==> config.mk <==
export PLATFORM = sky130hd
export DESIGN_NAME = camera_pose_basis_update
export DESIGN_NICKNAME = d
export VERILOG_FILES = /design/src/rtl/core/cpbu_pkg.sv /design/src/rtl/core/camera_pose_basis_update.sv
export VERILOG_INCLUDE_DIRS = /design/src /design/src/rtl/core
export SDC_FILE = /design/constraint.sdc
export NUM_CORES = 2
export LEC_CHECK = 0
export ABC_AREA = 1
export ABC_CLOCK_PERIOD_IN_PS = 16500
export BUFFER_PORTS_ARGS = -buffer_cell sky130_fd_sc_hd__buf_2
export CAP_MARGIN = 20
export CORE_ASPECT_RATIO = 0.75
export CORE_MARGIN = 5
export CORE_UTILIZATION = 35
export CTS_CLUSTER_SIZE = 28
export DETAILED_ROUTE_END_ITERATION = 10
export SKIP_CTS_REPAIR_TIMING = 1
export SLEW_MARGIN = 20
export SYNTH_ARGS = -nofsm -noshare
export SYNTH_HDL_FRONTEND = slang
export SYNTH_SLANG_ARGS = --single-unit
export TNS_END_PERCENT = 100
==> constraint.sdc <==
create_clock -name clock -period 16.5 [get_ports clock]
set_clock_uncertainty 0.1 [all_clocks]
set_input_delay 0.825 -clock clock [delete_from_list [all_inputs] [get_ports clock]]
set_output_delay 0.825 -clock clock [all_outputs]
set_load 0.02 [all_outputs]
==> src/rtl/core/assert_macros.svh <==
// Assertion macros used by the RTL of the camera pose block.
`ifndef ASSERT_MACROS_SVH
`define ASSERT_MACROS_SVH

// Property checked at every clock edge outside reset
`define ASSERT_CLK(label, prop, msg) \
   label: assert property (@(posedge clock) disable iff (reset) (prop)) else $error(msg);

// Condition that must hold in the cycle after a trigger
`define ASSERT_NEXT(label, ante, cons, msg) \
   label: assert property (@(posedge clock) disable iff (reset) (ante) |=> (cons)) \
      else $error(msg);

`endif

==> src/rtl/core/cpbu_pkg.sv <==
// Types, constants and helper functions of the camera pose block.
package cpbu_pkg;

   // fixed-point formats
   localparam int PosWidth    = 32;
   localparam int VecFrac     = 14;
   localparam int VecOne      = 1 << VecFrac;
   localparam int RootExtra   = 8;
   localparam int CordicFrac  = 30;
   localparam int RoundShift  = CordicFrac - VecFrac;
   localparam int CordicGain  = 652032874;
   localparam int CordicSteps = 16;
   localparam int AtanCount   = 24;
   localparam int CordicIters = (CordicSteps < AtanCount) ? CordicSteps : AtanCount;
   localparam int RootIters   = 24;
   localparam int QuotBits    = 31;

   // angle constants, 1/64 degree
   localparam int FullTurn    = 23040;
   localparam int HalfTurn    = 11520;
   localparam int QuarterTurn = 5760;
   localparam int YawHi       = 131071;
   localparam int YawLo       = -131072;
   localparam int ResetYaw    = 1280;

   // reset position, Q16.16
   localparam int ResetPosY   = 10 << 16;
   localparam int ResetPosZ   = 5 << 16;

   typedef enum logic [1:0] {
      OP_SET_ANGLES = 2'd0,
      OP_ADD_ANGLES = 2'd1,
      OP_MOVE       = 2'd2,
      OP_SET_POS    = 2'd3
   } op_type;

   typedef logic signed [15:0] vec_type;

   // arctangent of 2^-i in 2^-22 degree
   function automatic logic [27:0] atan_entry(input logic [4:0] i);
      logic [27:0] a;
      case (i)
         5'd0:    a = 28'd188743680;
         5'd1:    a = 28'd111421900;
         5'd2:    a = 28'd58872272;
         5'd3:    a = 28'd29884485;
         5'd4:    a = 28'd15000234;
         5'd5:    a = 28'd7507429;
         5'd6:    a = 28'd3754631;
         5'd7:    a = 28'd1877430;
         5'd8:    a = 28'd938729;
         5'd9:    a = 28'd469366;
         5'd10:   a = 28'd234683;
         5'd11:   a = 28'd117342;
         5'd12:   a = 28'd58671;
         5'd13:   a = 28'd29335;
         5'd14:   a = 28'd14668;
         5'd15:   a = 28'd7334;
         5'd16:   a = 28'd3667;
         5'd17:   a = 28'd1833;
         5'd18:   a = 28'd917;
         5'd19:   a = 28'd458;
         5'd20:   a = 28'd229;
         5'd21:   a = 28'd115;
         5'd22:   a = 28'd57;
         5'd23:   a = 28'd29;
         default: a = 28'd0;
      endcase
      return a;
   endfunction

   // clamp to +-1.0 in vector format
   function automatic vec_type clamp_vec(input logic signed [39:0] v);
      vec_type r;
      if (v > 40'(VecOne)) begin
         r = 16'(VecOne);
      end else if (v < -40'(VecOne)) begin
         r = -16'(VecOne);
      end else begin
         r = 16'(v);
      end
      return r;
   endfunction

endpackage

==> src/rtl/core/camera_pose_basis_update.sv <==
// Camera pose keeper: position, yaw, pitch and the derived basis vectors.
//
// Usage:
//   req channel: one item per command; req_tuser carries the operation
//   (set angles, add to angles, move along the camera axes, set position).
//   rsp channel: exactly one item per command with the pose after it.
// Work per command:
//   set position  : load the position, then the result item
//   move          : nine products through one multiplier
//   angle commands: two 16-step CORDIC runs, two 24-step square roots and
//   five 31-step divisions one after another, the squares and cross
//   products on one shared 16x32 multiplier, plus an angle reduction that
//   runs longer the further yaw and pitch lie outside one turn.
// One command is worked on at a time; req_tready is high only while idle.
// Reset: position (0, 10, 5), yaw 20 degrees, pitch 0. The basis vectors
// are then computed like an angle command with
// req_tready low and no result item.
// A result waits in its output register while the next command is taken;
// if the receiver still stalls when that command finishes, the block holds.
`include "assert_macros.svh"

module camera_pose_basis_update (
   input  logic         clock,
   input  logic         reset,
   input  logic         req_tvalid,
   output logic         req_tready,
   // yaw_angle, pitch_angle, move_right, move_down, move_forward, set_x, set_y, set_z
   input  logic [231:0] req_tdata,
   // operation
   input  logic [1:0]   req_tuser,
   output logic         rsp_tvalid,
   input  logic         rsp_tready,
   // position_x/y/z, direction_x/y/z, right_x/y/z, down_x/y/z
   output logic [239:0] rsp_tdata
);

   typedef enum logic [9:0] {
      S_IDLE   = 10'b0000000001,
      S_RED    = 10'b0000000010,
      S_CORDIC = 10'b0000000100,
      S_TRIG   = 10'b0000001000,
      S_SQ     = 10'b0000010000,
      S_ROOT   = 10'b0000100000,
      S_DIV    = 10'b0001000000,
      S_XPROD  = 10'b0010000000,
      S_MOVE   = 10'b0100000000,
      S_DONE   = 10'b1000000000
   } state_type;

   typedef enum logic [2:0] {
      J_RX = 3'd0,
      J_RZ = 3'd1,
      J_DX = 3'd2,
      J_DY = 3'd3,
      J_DZ = 3'd4
   } job_type;

   // control
   state_type state_ff, state_in;
   job_type   job_ff, job_in;
   logic boot_ff, boot_in;
   logic which_ff, which_in;
   logic neg_ff, neg_in;
   logic ph_ff, ph_in;
   logic root_sel_ff, root_sel_in;
   logic [4:0] cnt_ff, cnt_in;
   logic [1:0] ax_ff, ax_in;
   logic rsp_valid_ff, rsp_valid_in;

   // pose state
   logic signed [17:0] yaw_ff, yaw_in;
   logic signed [13:0] pitch_ff, pitch_in;
   logic signed [31:0] pos_ff [3];
   logic signed [31:0] pos_in [3];
   cpbu_pkg::vec_type dir_ff [3];
   cpbu_pkg::vec_type dir_in [3];
   cpbu_pkg::vec_type rgt_ff [3];
   cpbu_pkg::vec_type rgt_in [3];
   cpbu_pkg::vec_type dwn_ff [3];
   cpbu_pkg::vec_type dwn_in [3];

   // working registers
   logic signed [17:0] r_ff, r_in;
   logic signed [32:0] cx_ff, cx_in, cy_ff, cy_in;
   logic signed [31:0] cz_ff, cz_in;
   logic signed [31:0] mr_ff, mr_in, md_ff, md_in, mf_ff, mf_in;
   logic signed [47:0] prod_ff, prod_in, acc_ff, acc_in;
   logic [29:0] sq1_ff, sq1_in, sq2_ff, sq2_in;
   logic signed [30:0] c_ff [3];
   logic signed [30:0] c_in [3];
   logic [23:0] root1_ff, root1_in, root2_ff, root2_in;
   logic [47:0] sv_ff, sv_in, sr_ff, sr_in, sb_ff, sb_in;
   logic [38:0] dn_ff, dn_in;
   logic [53:0] dd_ff, dd_in;
   logic [30:0] q_ff, q_in;
   logic qneg_ff, qneg_in;
   logic [239:0] rsp_data_ff, rsp_data_in;

   // combinational helpers
   cpbu_pkg::op_type   op;
   logic signed [16:0] in_yaw, in_pitch;
   logic signed [18:0] ny_sum, ny_wrap;
   logic signed [17:0] ny_sat;
   logic signed [17:0] np_sum;
   logic signed [13:0] np_clamp;
   logic signed [17:0] red_r2, red_r3;
   logic               red_neg;
   logic signed [32:0] cor_ys, cor_xs;
   logic signed [31:0] cor_at;
   logic signed [32:0] trig_y, trig_x;
   logic signed [33:0] trig_yr, trig_xr;
   cpbu_pkg::vec_type  trig_s, trig_c;
   logic signed [15:0] mul_a;
   logic signed [31:0] mul_b;
   logic signed [47:0] mul_p;
   logic signed [47:0] acc_sum;
   logic signed [47:0] mv_step;
   logic signed [34:0] mv_pos;
   logic signed [31:0] mv_sat;
   logic [47:0] rt_t;
   logic        rt_ge;
   logic [47:0] rt_v, rt_r;
   logic [23:0] root_d;
   logic signed [39:0] dv_num;
   logic [38:0] dv_mag;
   logic        dv_ge;
   logic [30:0] dv_q;
   logic [15:0] dv_qmag;
   cpbu_pkg::vec_type dv_val;

   assign op       = cpbu_pkg::op_type'(req_tuser);
   assign in_yaw   = signed'(req_tdata[16:0]);
   assign in_pitch = signed'(req_tdata[33:17]);

   // new yaw: wrap once, then saturate to 18 bits
   always_comb begin
      if (op == cpbu_pkg::OP_SET_ANGLES) begin
         ny_sum = 19'(in_yaw);
         np_sum = 18'(in_pitch);
      end else begin
         ny_sum = 19'(yaw_ff) + 19'(in_yaw);
         np_sum = 18'(pitch_ff) + 18'(in_pitch);
      end
      if (ny_sum > 19'(cpbu_pkg::FullTurn)) begin
         ny_wrap = ny_sum - 19'(cpbu_pkg::FullTurn);
      end else if (ny_sum < -19'(cpbu_pkg::FullTurn)) begin
         ny_wrap = ny_sum + 19'(cpbu_pkg::FullTurn);
      end else begin
         ny_wrap = ny_sum;
      end
      if (ny_wrap > 19'(cpbu_pkg::YawHi)) begin
         ny_sat = 18'(cpbu_pkg::YawHi);
      end else if (ny_wrap < 19'(cpbu_pkg::YawLo)) begin
         ny_sat = 18'(cpbu_pkg::YawLo);
      end else begin
         ny_sat = 18'(ny_wrap);
      end
      // pitch clamp to +-90 degrees
      if (np_sum > 18'(cpbu_pkg::QuarterTurn)) begin
         np_clamp = 14'(cpbu_pkg::QuarterTurn);
      end else if (np_sum < -18'(cpbu_pkg::QuarterTurn)) begin
         np_clamp = -14'(cpbu_pkg::QuarterTurn);
      end else begin
         np_clamp = 14'(np_sum);
      end
   end

   // fold reduced angle into [-90, 90]
   always_comb begin
      red_r2 = (r_ff > 18'(cpbu_pkg::HalfTurn)) ? r_ff - 18'(cpbu_pkg::FullTurn) : r_ff;
      red_neg = 1'b1;
      if (red_r2 > 18'(cpbu_pkg::QuarterTurn)) begin
         red_r3 = red_r2 - 18'(cpbu_pkg::HalfTurn);
      end else if (red_r2 < -18'(cpbu_pkg::QuarterTurn)) begin
         red_r3 = red_r2 + 18'(cpbu_pkg::HalfTurn);
      end else begin
         red_r3  = red_r2;
         red_neg = 1'b0;
      end
   end

   // CORDIC shift unit
   assign cor_ys = cy_ff >>> cnt_ff;
   assign cor_xs = cx_ff >>> cnt_ff;
   assign cor_at = signed'({4'b0000, cpbu_pkg::atan_entry(cnt_ff)});

   // CORDIC output rounding
   assign trig_y  = neg_ff ? -cy_ff : cy_ff;
   assign trig_x  = neg_ff ? -cx_ff : cx_ff;
   assign trig_yr = (34'(trig_y) + (34'sd1 <<< (cpbu_pkg::RoundShift - 1)))
                    >>> cpbu_pkg::RoundShift;
   assign trig_xr = (34'(trig_x) + (34'sd1 <<< (cpbu_pkg::RoundShift - 1)))
                    >>> cpbu_pkg::RoundShift;
   assign trig_s  = cpbu_pkg::clamp_vec(40'(trig_yr));
   assign trig_c  = cpbu_pkg::clamp_vec(40'(trig_xr));

   // shared multiplier operand select
   always_comb begin
      mul_a = '0;
      mul_b = '0;
      case (state_ff)
         S_SQ: begin
            case (cnt_ff[1:0])
               2'd0:    begin mul_a = dir_ff[0]; mul_b = 32'(dir_ff[0]); end
               2'd1:    begin mul_a = dir_ff[2]; mul_b = 32'(dir_ff[2]); end
               default: begin mul_a = dir_ff[1]; mul_b = 32'(dir_ff[1]); end
            endcase
         end
         S_XPROD: begin
            case (cnt_ff[1:0])
               2'd0:    begin mul_a = dir_ff[1]; mul_b = 32'(rgt_ff[2]); end
               2'd1:    begin mul_a = dir_ff[2]; mul_b = 32'(rgt_ff[0]); end
               2'd2:    begin mul_a = dir_ff[0]; mul_b = 32'(rgt_ff[2]); end
               default: begin mul_a = dir_ff[1]; mul_b = 32'(rgt_ff[0]); end
            endcase
         end
         S_MOVE: begin
            case (cnt_ff[1:0])
               2'd0:    begin mul_a = dwn_ff[ax_ff]; mul_b = md_ff; end
               2'd1:    begin mul_a = rgt_ff[ax_ff]; mul_b = mr_ff; end
               default: begin mul_a = dir_ff[ax_ff]; mul_b = mf_ff; end
            endcase
         end
         default: begin
            mul_a = '0;
            mul_b = '0;
         end
      endcase
   end

   assign mul_p   = 48'(mul_a) * 48'(mul_b);
   assign acc_sum = acc_ff + prod_ff;

   // move: round, add to position, saturate
   assign mv_step = (acc_sum + (48'sd1 <<< (cpbu_pkg::VecFrac - 1))) >>> cpbu_pkg::VecFrac;
   assign mv_pos  = 35'(pos_ff[ax_ff]) + 35'(mv_step);
   always_comb begin
      if (mv_pos > 35'((64'sd1 <<< (cpbu_pkg::PosWidth - 1)) - 64'sd1)) begin
         mv_sat = 32'((64'sd1 <<< (cpbu_pkg::PosWidth - 1)) - 64'sd1);
      end else if (mv_pos < -35'(64'sd1 <<< (cpbu_pkg::PosWidth - 1))) begin
         mv_sat = 32'(-(64'sd1 <<< (cpbu_pkg::PosWidth - 1)));
      end else begin
         mv_sat = 32'(mv_pos);
      end
   end

   // square root step
   assign rt_t  = sr_ff + sb_ff;
   assign rt_ge = sv_ff >= rt_t;
   assign rt_v  = rt_ge ? sv_ff - rt_t : sv_ff;
   assign rt_r  = rt_ge ? (sr_ff >> 1) + sb_ff : sr_ff >> 1;

   // divider operands
   assign root_d = ((job_ff == J_RX) || (job_ff == J_RZ)) ? root1_ff : root2_ff;
   always_comb begin
      case (job_ff)
         J_RX:    dv_num = 40'(-(17'(dir_ff[2]))) <<< (cpbu_pkg::VecFrac + cpbu_pkg::RootExtra);
         J_RZ:    dv_num = 40'(dir_ff[0]) <<< (cpbu_pkg::VecFrac + cpbu_pkg::RootExtra);
         J_DX:    dv_num = 40'(c_ff[0]) <<< cpbu_pkg::RootExtra;
         J_DY:    dv_num = 40'(c_ff[1]) <<< cpbu_pkg::RootExtra;
         default: dv_num = 40'(c_ff[2]) <<< cpbu_pkg::RootExtra;
      endcase
   end
   assign dv_mag  = dv_num[39] ? 39'(-dv_num) : 39'(dv_num);

   // restoring divide step, one quotient bit per cycle
   assign dv_ge   = 54'(dn_ff) >= dd_ff;
   assign dv_q    = {q_ff[29:0], dv_ge};
   assign dv_qmag = (dv_q > 31'(cpbu_pkg::VecOne)) ? 16'(cpbu_pkg::VecOne) : dv_q[15:0];
   always_comb begin
      if (root_d == '0) begin
         dv_val = '0;
      end else if (qneg_ff) begin
         dv_val = -signed'(dv_qmag);
      end else begin
         dv_val = signed'(dv_qmag);
      end
   end

   // sequencer
   always_comb begin
      state_in     = state_ff;
      job_in       = job_ff;
      boot_in      = boot_ff;
      which_in     = which_ff;
      neg_in       = neg_ff;
      ph_in        = ph_ff;
      root_sel_in  = root_sel_ff;
      cnt_in       = cnt_ff;
      ax_in        = ax_ff;
      rsp_valid_in = rsp_valid_ff;
      yaw_in       = yaw_ff;
      pitch_in     = pitch_ff;
      pos_in       = pos_ff;
      dir_in       = dir_ff;
      rgt_in       = rgt_ff;
      dwn_in       = dwn_ff;
      r_in         = r_ff;
      cx_in        = cx_ff;
      cy_in        = cy_ff;
      cz_in        = cz_ff;
      mr_in        = mr_ff;
      md_in        = md_ff;
      mf_in        = mf_ff;
      prod_in      = prod_ff;
      acc_in       = acc_ff;
      sq1_in       = sq1_ff;
      sq2_in       = sq2_ff;
      c_in         = c_ff;
      root1_in     = root1_ff;
      root2_in     = root2_ff;
      sv_in        = sv_ff;
      sr_in        = sr_ff;
      sb_in        = sb_ff;
      dn_in        = dn_ff;
      dd_in        = dd_ff;
      q_in         = q_ff;
      qneg_in      = qneg_ff;
      rsp_data_in  = rsp_data_ff;

      // result item taken
      if (rsp_valid_ff && rsp_tready) begin
         rsp_valid_in = 1'b0;
      end

      unique case (state_ff)
         S_IDLE: begin
            if (req_tvalid) begin
               unique case (op)
                  cpbu_pkg::OP_SET_ANGLES, cpbu_pkg::OP_ADD_ANGLES: begin
                     yaw_in   = ny_sat;
                     pitch_in = np_clamp;
                     r_in     = ny_sat;
                     which_in = 1'b0;
                     state_in = S_RED;
                  end
                  cpbu_pkg::OP_MOVE: begin
                     mr_in    = signed'(req_tdata[65:34]);
                     md_in    = signed'(req_tdata[97:66]);
                     mf_in    = signed'(req_tdata[129:98]);
                     ax_in    = 2'd0;
                     cnt_in   = '0;
                     ph_in    = 1'b0;
                     acc_in   = '0;
                     state_in = S_MOVE;
                  end
                  cpbu_pkg::OP_SET_POS: begin
                     pos_in[0] = signed'(req_tdata[161:130]);
                     pos_in[1] = signed'(req_tdata[193:162]);
                     pos_in[2] = signed'(req_tdata[225:194]);
                     state_in  = S_DONE;
                  end
               endcase
            end
         end

         // angle reduction into [0, 360), then fold and start CORDIC
         S_RED: begin
            if (r_ff[17]) begin
               r_in = r_ff + 18'(cpbu_pkg::FullTurn);
            end else if (r_ff >= 18'(cpbu_pkg::FullTurn)) begin
               r_in = r_ff - 18'(cpbu_pkg::FullTurn);
            end else begin
               neg_in   = red_neg;
               cz_in    = 32'(red_r3) <<< 16;
               cx_in    = 33'(cpbu_pkg::CordicGain);
               cy_in    = '0;
               cnt_in   = '0;
               state_in = S_CORDIC;
            end
         end

         S_CORDIC: begin
            if (!cz_ff[31]) begin
               cx_in = cx_ff - cor_ys;
               cy_in = cy_ff + cor_xs;
               cz_in = cz_ff - cor_at;
            end else begin
               cx_in = cx_ff + cor_ys;
               cy_in = cy_ff - cor_xs;
               cz_in = cz_ff + cor_at;
            end
            if (cnt_ff == 5'(cpbu_pkg::CordicIters - 1)) begin
               state_in = S_TRIG;
            end else begin
               cnt_in = cnt_ff + 5'd1;
            end
         end

         S_TRIG: begin
            if (!which_ff) begin
               dir_in[0] = trig_s;
               dir_in[2] = -trig_c;
               r_in      = 18'(pitch_ff);
               which_in  = 1'b1;
               state_in  = S_RED;
            end else begin
               dir_in[1] = -trig_s;
               cnt_in    = '0;
               ph_in     = 1'b0;
               acc_in    = '0;
               state_in  = S_SQ;
            end
         end

         // squared lengths: dx^2 + dz^2, then + dy^2
         S_SQ: begin
            if (!ph_ff) begin
               prod_in = mul_p;
               ph_in   = 1'b1;
            end else begin
               acc_in = acc_sum;
               ph_in  = 1'b0;
               cnt_in = cnt_ff + 5'd1;
               if (cnt_ff == 5'd1) begin
                  sq1_in = acc_sum[29:0];
               end
               if (cnt_ff == 5'd2) begin
                  sq2_in      = acc_sum[29:0];
                  root_sel_in = 1'b0;
                  state_in    = S_ROOT;
               end
            end
         end

         S_ROOT: begin
            if (!ph_ff) begin
               sv_in  = (root_sel_ff ? 48'(sq2_ff) : 48'(sq1_ff)) << 16;
               sr_in  = '0;
               sb_in  = 48'd1 << (2 * (cpbu_pkg::RootIters - 1));
               cnt_in = 5'(cpbu_pkg::RootIters - 1);
               ph_in  = 1'b1;
            end else begin
               sv_in = rt_v;
               sr_in = rt_r;
               sb_in = sb_ff >> 2;
               if (cnt_ff == '0) begin
                  ph_in = 1'b0;
                  if (!root_sel_ff) begin
                     root1_in = rt_r[23:0];
                     job_in   = J_RX;
                  end else begin
                     root2_in = rt_r[23:0];
                     job_in   = J_DX;
                  end
                  state_in = S_DIV;
               end else begin
                  cnt_in = cnt_ff - 5'd1;
               end
            end
         end

         S_DIV: begin
            if (!ph_ff) begin
               qneg_in = dv_num[39];
               dn_in   = dv_mag + 39'(root_d >> 1);
               dd_in   = 54'(root_d) << (cpbu_pkg::QuotBits - 1);
               q_in    = '0;
               cnt_in  = 5'(cpbu_pkg::QuotBits - 1);
               ph_in   = 1'b1;
            end else begin
               dn_in = dv_ge ? 39'(54'(dn_ff) - dd_ff) : dn_ff;
               dd_in = dd_ff >> 1;
               q_in  = dv_q;
               if (cnt_ff == '0) begin
                  ph_in = 1'b0;
                  unique case (job_ff)
                     J_RX: begin
                        rgt_in[0] = dv_val;
                        rgt_in[1] = '0;
                        job_in    = J_RZ;
                     end
                     J_RZ: begin
                        rgt_in[2] = dv_val;
                        cnt_in    = '0;
                        state_in  = S_XPROD;
                     end
                     J_DX: begin
                        dwn_in[0] = dv_val;
                        job_in    = J_DY;
                     end
                     J_DY: begin
                        dwn_in[1] = dv_val;
                        job_in    = J_DZ;
                     end
                     J_DZ: begin
                        dwn_in[2] = dv_val;
                        boot_in   = 1'b0;
                        state_in  = boot_ff ? S_IDLE : S_DONE;
                     end
                     default: begin
                        state_in = S_IDLE;
                     end
                  endcase
               end else begin
                  cnt_in = cnt_ff - 5'd1;
               end
            end
         end

         // d x right: c0 = dy*rz, c1 = dz*rx - dx*rz, c2 = -dy*rx
         S_XPROD: begin
            if (!ph_ff) begin
               prod_in = mul_p;
               ph_in   = 1'b1;
            end else begin
               ph_in  = 1'b0;
               cnt_in = cnt_ff + 5'd1;
               case (cnt_ff[1:0])
                  2'd0:    c_in[0] = 31'(prod_ff);
                  2'd1:    acc_in  = prod_ff;
                  2'd2:    c_in[1] = 31'(acc_ff - prod_ff);
                  default: begin
                     c_in[2]     = 31'(-prod_ff);
                     root_sel_in = 1'b1;
                     state_in    = S_ROOT;
                  end
               endcase
            end
         end

         // per axis: down*md + right*mr + dir*mf
         S_MOVE: begin
            if (!ph_ff) begin
               prod_in = mul_p;
               ph_in   = 1'b1;
            end else begin
               ph_in = 1'b0;
               if (cnt_ff == 5'd2) begin
                  pos_in[ax_ff] = mv_sat;
                  acc_in        = '0;
                  cnt_in        = '0;
                  if (ax_ff == 2'd2) begin
                     state_in = S_DONE;
                  end else begin
                     ax_in = ax_ff + 2'd1;
                  end
               end else begin
                  acc_in = acc_sum;
                  cnt_in = cnt_ff + 5'd1;
               end
            end
         end

         // load output register once it is free
         S_DONE: begin
            if (!rsp_valid_ff || rsp_tready) begin
               rsp_data_in  = {dwn_ff[2], dwn_ff[1], dwn_ff[0],
                               rgt_ff[2], rgt_ff[1], rgt_ff[0],
                               dir_ff[2], dir_ff[1], dir_ff[0],
                               pos_ff[2], pos_ff[1], pos_ff[0]};
               rsp_valid_in = 1'b1;
               state_in     = S_IDLE;
            end
         end

         default: begin
            state_in = S_IDLE;
         end
      endcase
   end

   // control and pose registers
   always_ff @(posedge clock) begin
      if (reset) begin
         state_ff     <= S_RED;
         job_ff       <= J_RX;
         boot_ff      <= 1'b1;
         which_ff     <= 1'b0;
         neg_ff       <= 1'b0;
         ph_ff        <= 1'b0;
         root_sel_ff  <= 1'b0;
         cnt_ff       <= '0;
         ax_ff        <= '0;
         rsp_valid_ff <= 1'b0;
         yaw_ff       <= 18'(cpbu_pkg::ResetYaw);
         pitch_ff     <= '0;
         r_ff         <= 18'(cpbu_pkg::ResetYaw);
         pos_ff[0]    <= '0;
         pos_ff[1]    <= 32'(cpbu_pkg::ResetPosY);
         pos_ff[2]    <= 32'(cpbu_pkg::ResetPosZ);
         for (int k = 0; k < 3; k++) begin
            dir_ff[k] <= '0;
            rgt_ff[k] <= '0;
            dwn_ff[k] <= '0;
         end
      end else begin
         state_ff     <= state_in;
         job_ff       <= job_in;
         boot_ff      <= boot_in;
         which_ff     <= which_in;
         neg_ff       <= neg_in;
         ph_ff        <= ph_in;
         root_sel_ff  <= root_sel_in;
         cnt_ff       <= cnt_in;
         ax_ff        <= ax_in;
         rsp_valid_ff <= rsp_valid_in;
         yaw_ff       <= yaw_in;
         pitch_ff     <= pitch_in;
         r_ff         <= r_in;
         pos_ff       <= pos_in;
         dir_ff       <= dir_in;
         rgt_ff       <= rgt_in;
         dwn_ff       <= dwn_in;
      end
   end

   // datapath registers
   always_ff @(posedge clock) begin
      cx_ff       <= cx_in;
      cy_ff       <= cy_in;
      cz_ff       <= cz_in;
      mr_ff       <= mr_in;
      md_ff       <= md_in;
      mf_ff       <= mf_in;
      prod_ff     <= prod_in;
      acc_ff      <= acc_in;
      sq1_ff      <= sq1_in;
      sq2_ff      <= sq2_in;
      c_ff        <= c_in;
      root1_ff    <= root1_in;
      root2_ff    <= root2_in;
      sv_ff       <= sv_in;
      sr_ff       <= sr_in;
      sb_ff       <= sb_in;
      dn_ff       <= dn_in;
      dd_ff       <= dd_in;
      q_ff        <= q_in;
      qneg_ff     <= qneg_in;
      rsp_data_ff <= rsp_data_in;
   end

   assign req_tready = (state_ff == S_IDLE);
   assign rsp_tvalid = rsp_valid_ff;
   assign rsp_tdata  = rsp_data_ff;

   // checks
   `ASSERT_NEXT(a_busy_after_accept, req_tvalid && req_tready, !req_tready, "ready after accept")
   `ASSERT_CLK(a_right_level, rgt_ff[1] == 16'sd0, "right vector has a y component")
   `ASSERT_CLK(a_pitch_range, (pitch_ff <= 14'sd5760) && (pitch_ff >= -14'sd5760), "pitch out of range")
   `ASSERT_CLK(a_boot_quiet, boot_ff |-> !rsp_tvalid, "result item during start-up")

endmodule

==> results.tsv <==
stage	metric	value	unit
clock_network	Inserted Clock Buffers	155	
yosys	Main synth FF type	edfxtp_1	
route	DRC Markers	0	
yosys	post-synthesis sequential area ratio	33.84	%
critical_path	FF-to-FF End	prod_ff[41]	
yosys	share of the synthesized area in the top cell type	27.56	%
critical_path	CP most frequent cell	nand2_1	
timing	Final Hold Viols	0	
route	Avg WL per Cell	20.55	µm
yosys	Netlist Area Pre-Place	104500	µm²
die	initial core utilization	35.21	%
critical_path	buffers plus inverters on the worst setup path	8	
yosys	Synth area leader	edfxtp_1	
critical_path	CP max stage delay	1.05	ns
global_route	global-route wire length before repair	547.3	mm
timing	Final WS setup	4.724	ns
power	Worst IR Drop VDD	0.0001128	V
route	Initial DRT Pass Iterations	7	
placement	Placement Setup Slack	5.085	ns
yosys	Netlist cell types	93	
power	Power Total	14.92	mW
route	vias per cell	5.278	
critical_path	worst endpoint required time	16.97	ns
route	Starting DRT DRC Count	10290	
critical_path	critical path arrival	12.25	ns
clock_network	clk root buf	clkbuf_16	
critical_path	r2r setup slk	4.72	ns
die	DIE HEIGHT	483.2	µm
critical_path	RR Startpoint	cnt_ff[1]	
final_layout	Final #Nets	14910	
die	die area	309700	µm²
timing	Slew Viols, Final	0	
timing	fin crit period	11.78	ns
die	die extent in x	640.9	µm
clock_network	CTS tree	yes	
timing	Rel. slew slack	19.92	%
clock_network	CTS H-tree depth	4	
final_layout	layout cells sized above 1	8.680	%
timing	final setup vio count	0	
placement	RePlAce Congestion	0.9670	
global_route	global route overflow	0	
clock_network	Reg clk slew, reported paths	0.07	ns
worst_hold_path	worst min path class	input port to register	
timing	sum of negative setup slack	0	ns
yosys	Yosys warnings	0	
worst_hold_path	min-delay src	req_tdata[124]	
placement	I/O Buffers	457	
route	Post-Route WL	364.1	mm
timing	RSZ-0062 raised after global routing	no	
global_route	initial antenna violation count	37	
worst_hold_path	WHS Path Cells	1	
global_route	vias in the first global route	87270	
timing	hold slack	0.04818	ns
outcome	status	complete, no violations	
final_layout	Area growth syn-to-layout	10.91	%
yosys	synthesis-stage register bit count	1287	
clock_network	Clock Latency Late Sink	0.85	ns
yosys	fraction of registers with async set/reset	0	%
die	Rows	173	
timing	fin crit share	71.37	%
yosys	Post-synth EDFFs	959	
placement	HPWL Detailed	283.9	mm
flow_run	max-cap violations	0	
power	leakage power	51.42	nW
route	vias post-DR	93490	
worst_hold_path	WHS Endpoint	mf_ff[26]	
global_route	largest net degree at the start of global routing	120	
timing	FMAX	0.08492	GHz
yosys	Post-Synthesis Cells	13340	
global_route	Total GRT Usage	22.71	%
yosys	Syn Area/Cell	7.834	µm²
critical_path	Worst Setup SP	cnt_ff[1]	
clock_network	clock buffer depth	4	
critical_path	Slowest cell on crit path	clkinv_1	
die	Core ar.	296800	µm²
critical_path	worst-case reg-to-reg path depth	37	
yosys	largest cells by area after synthesis	edfxtp_1 28%, nand2_1 10%, fa_1 9.5%, ha_1 6.6%, inv_1 6.6%	
critical_path	startpoint types	register	
die	number of top-level pins	480	
clock_network	clk sinks	1287	
final_layout	fillcell total	30630	
power	power per cell area	128.7	nW/µm²
final_layout	Final Core Density	39.05	%
critical_path	critical-path maximum fanout	59	
critical_path	Top delay family on crit path	adder cells	
critical_path	Crit. End Element	register	
route	post-route ant nets	0	
critical_path	crit path kind	register to register	
timing	Worst-Margin Slew	1.189	ns
[cell usage in the layout, fill, tap and decap left out, types with 107 or more instances in the layout]
cell and n:
nor3_1 107, o21ai_0 1138, nand3_1 484, nand2_1 2802
buf_4 126, ha_1 549, xnor2_1 146, nor2_1 1212
clkbuf_16 161, inv_1 1824, buf_2 456, a21oi_1 1187
xor2_1 325, fa_1 498, edfxtp_1 959, dfxtp_1 322
[worst max path at each step]
stage	endpoint	slack (ns)	cells after the start
5_1_grt	prod_ff[42]	4.22	37
3_5_place_dp	prod_ff[42]	5.09	37
3_3_place_gp	prod_ff[41]	5.15	37
2_1_floorplan	rsp_tdata[0]	5.33	5
6_report	prod_ff[41]	4.72	37
4_1_cts	prod_ff[42]	5.06	37
[layer usage]
layer / wire length (µm) / global-route usage [%]
met1: 166100 / 33.61
met4: 15200 / 8.184
met3: 32700 / 4.383
met2: 149900 / 32.66
met5: 185 / 0
[registers in the layout, indices dropped and copies added, names as in the netlist, 28 cells and up]
name       flops
rsp_tdata    224
pos_ff        96
c_ff          93
dd_ff         54
acc_ff        48
dir_ff        48
dwn_ff        48
prod_ff       48
sr_ff         48
sv_ff         48
dn_ff         39
cx_ff         33
cy_ff         33
cz_ff         32
md_ff         32
mf_ff         32
mr_ff         32
rgt_ff        32
q_ff          30
sq1_ff        30
sq2_ff        30
cor_at        28
[final cells by class]
cell class / count / area, µm² / share of cell area (%)
Inverter: 1906 / 7169 / 6.186
Timing Repair Buffer: 584 / 3263 / 2.816
Antenna cell: 33 / 82.58 / 0.07126
Tap cell: 3937 / 4926 / 4.250
Clock buffer: 188 / 4170 / 3.598
Multi-Input combinational cell: 9692 / 60070 / 51.84
Clock inverter: 87 / 828.3 / 0.7147
Sequential cell: 1287 / 35380 / 30.53
[Yosys cell counts (all sizes together) (35+ instances only)]
master	n
nor2	1303
inv	1877
o211ai	52
ha	551
nand3	498
o21a	63
o21bai	53
o221ai	35
a21oi	1200
a31oi	98
edfxtp	959
clkbuf	287
o22ai	55
or2	65
nor3	127
fa	498
nand2	2854
nor4	54
nand4	109
dfxtp	328
buf	174
xor2	335
o21ai	1264
xnor2	146
mux2i	54
[kinds of logic (layout without fill, tap and decap cells)]
| family | after synthesis | in the layout | share of synthesized area (%) |
|---|---|---|---|
| other | 1 | 49 | 0.003589 |
| XOR/XNOR | 481 | 481 | 4.125 |
| multiplexers | 54 | 54 | 0.5173 |
| flip-flops | 1287 | 1287 | 33.84 |
| AO/OA/AOI/OAI | 3042 | 3042 | 16.15 |
| buffers and inverters | 2374 | 2765 | 8.975 |
| adder cells (fa/ha/maj) | 1049 | 1049 | 16.14 |
| AND/OR/NAND/NOR | 5050 | 5050 | 20.25 |
[report_power, final]
part	leakage, nW	internal, mW	switching [mW]
sequential	11.5	3.81	0.282
combinational	37.5	2.27	5.07
clock	2.44	2.00	1.48
total	51.4	8.08	6.84
[worst register-to-register path, delay by kind of cell, from the launching register on]
family / cells / cell delay, ns
compound gates: 12 / 2.95
fa+ha+maj: 8 / 3.66
buf+inv: 8 / 3.07
flops: 1 / 0.32
simple gates: 9 / 1.41
[through the flow]
step	instances	instance area [µm²]
6_report	17710	115900
5_1_grt	17710	115900
4_1_cts	17680	115800
3_5_place_dp	17410	110800
3_3_place_gp	17410	110800
2_1_floorplan	13350	104500
Power figures use the tool's default switching activity.
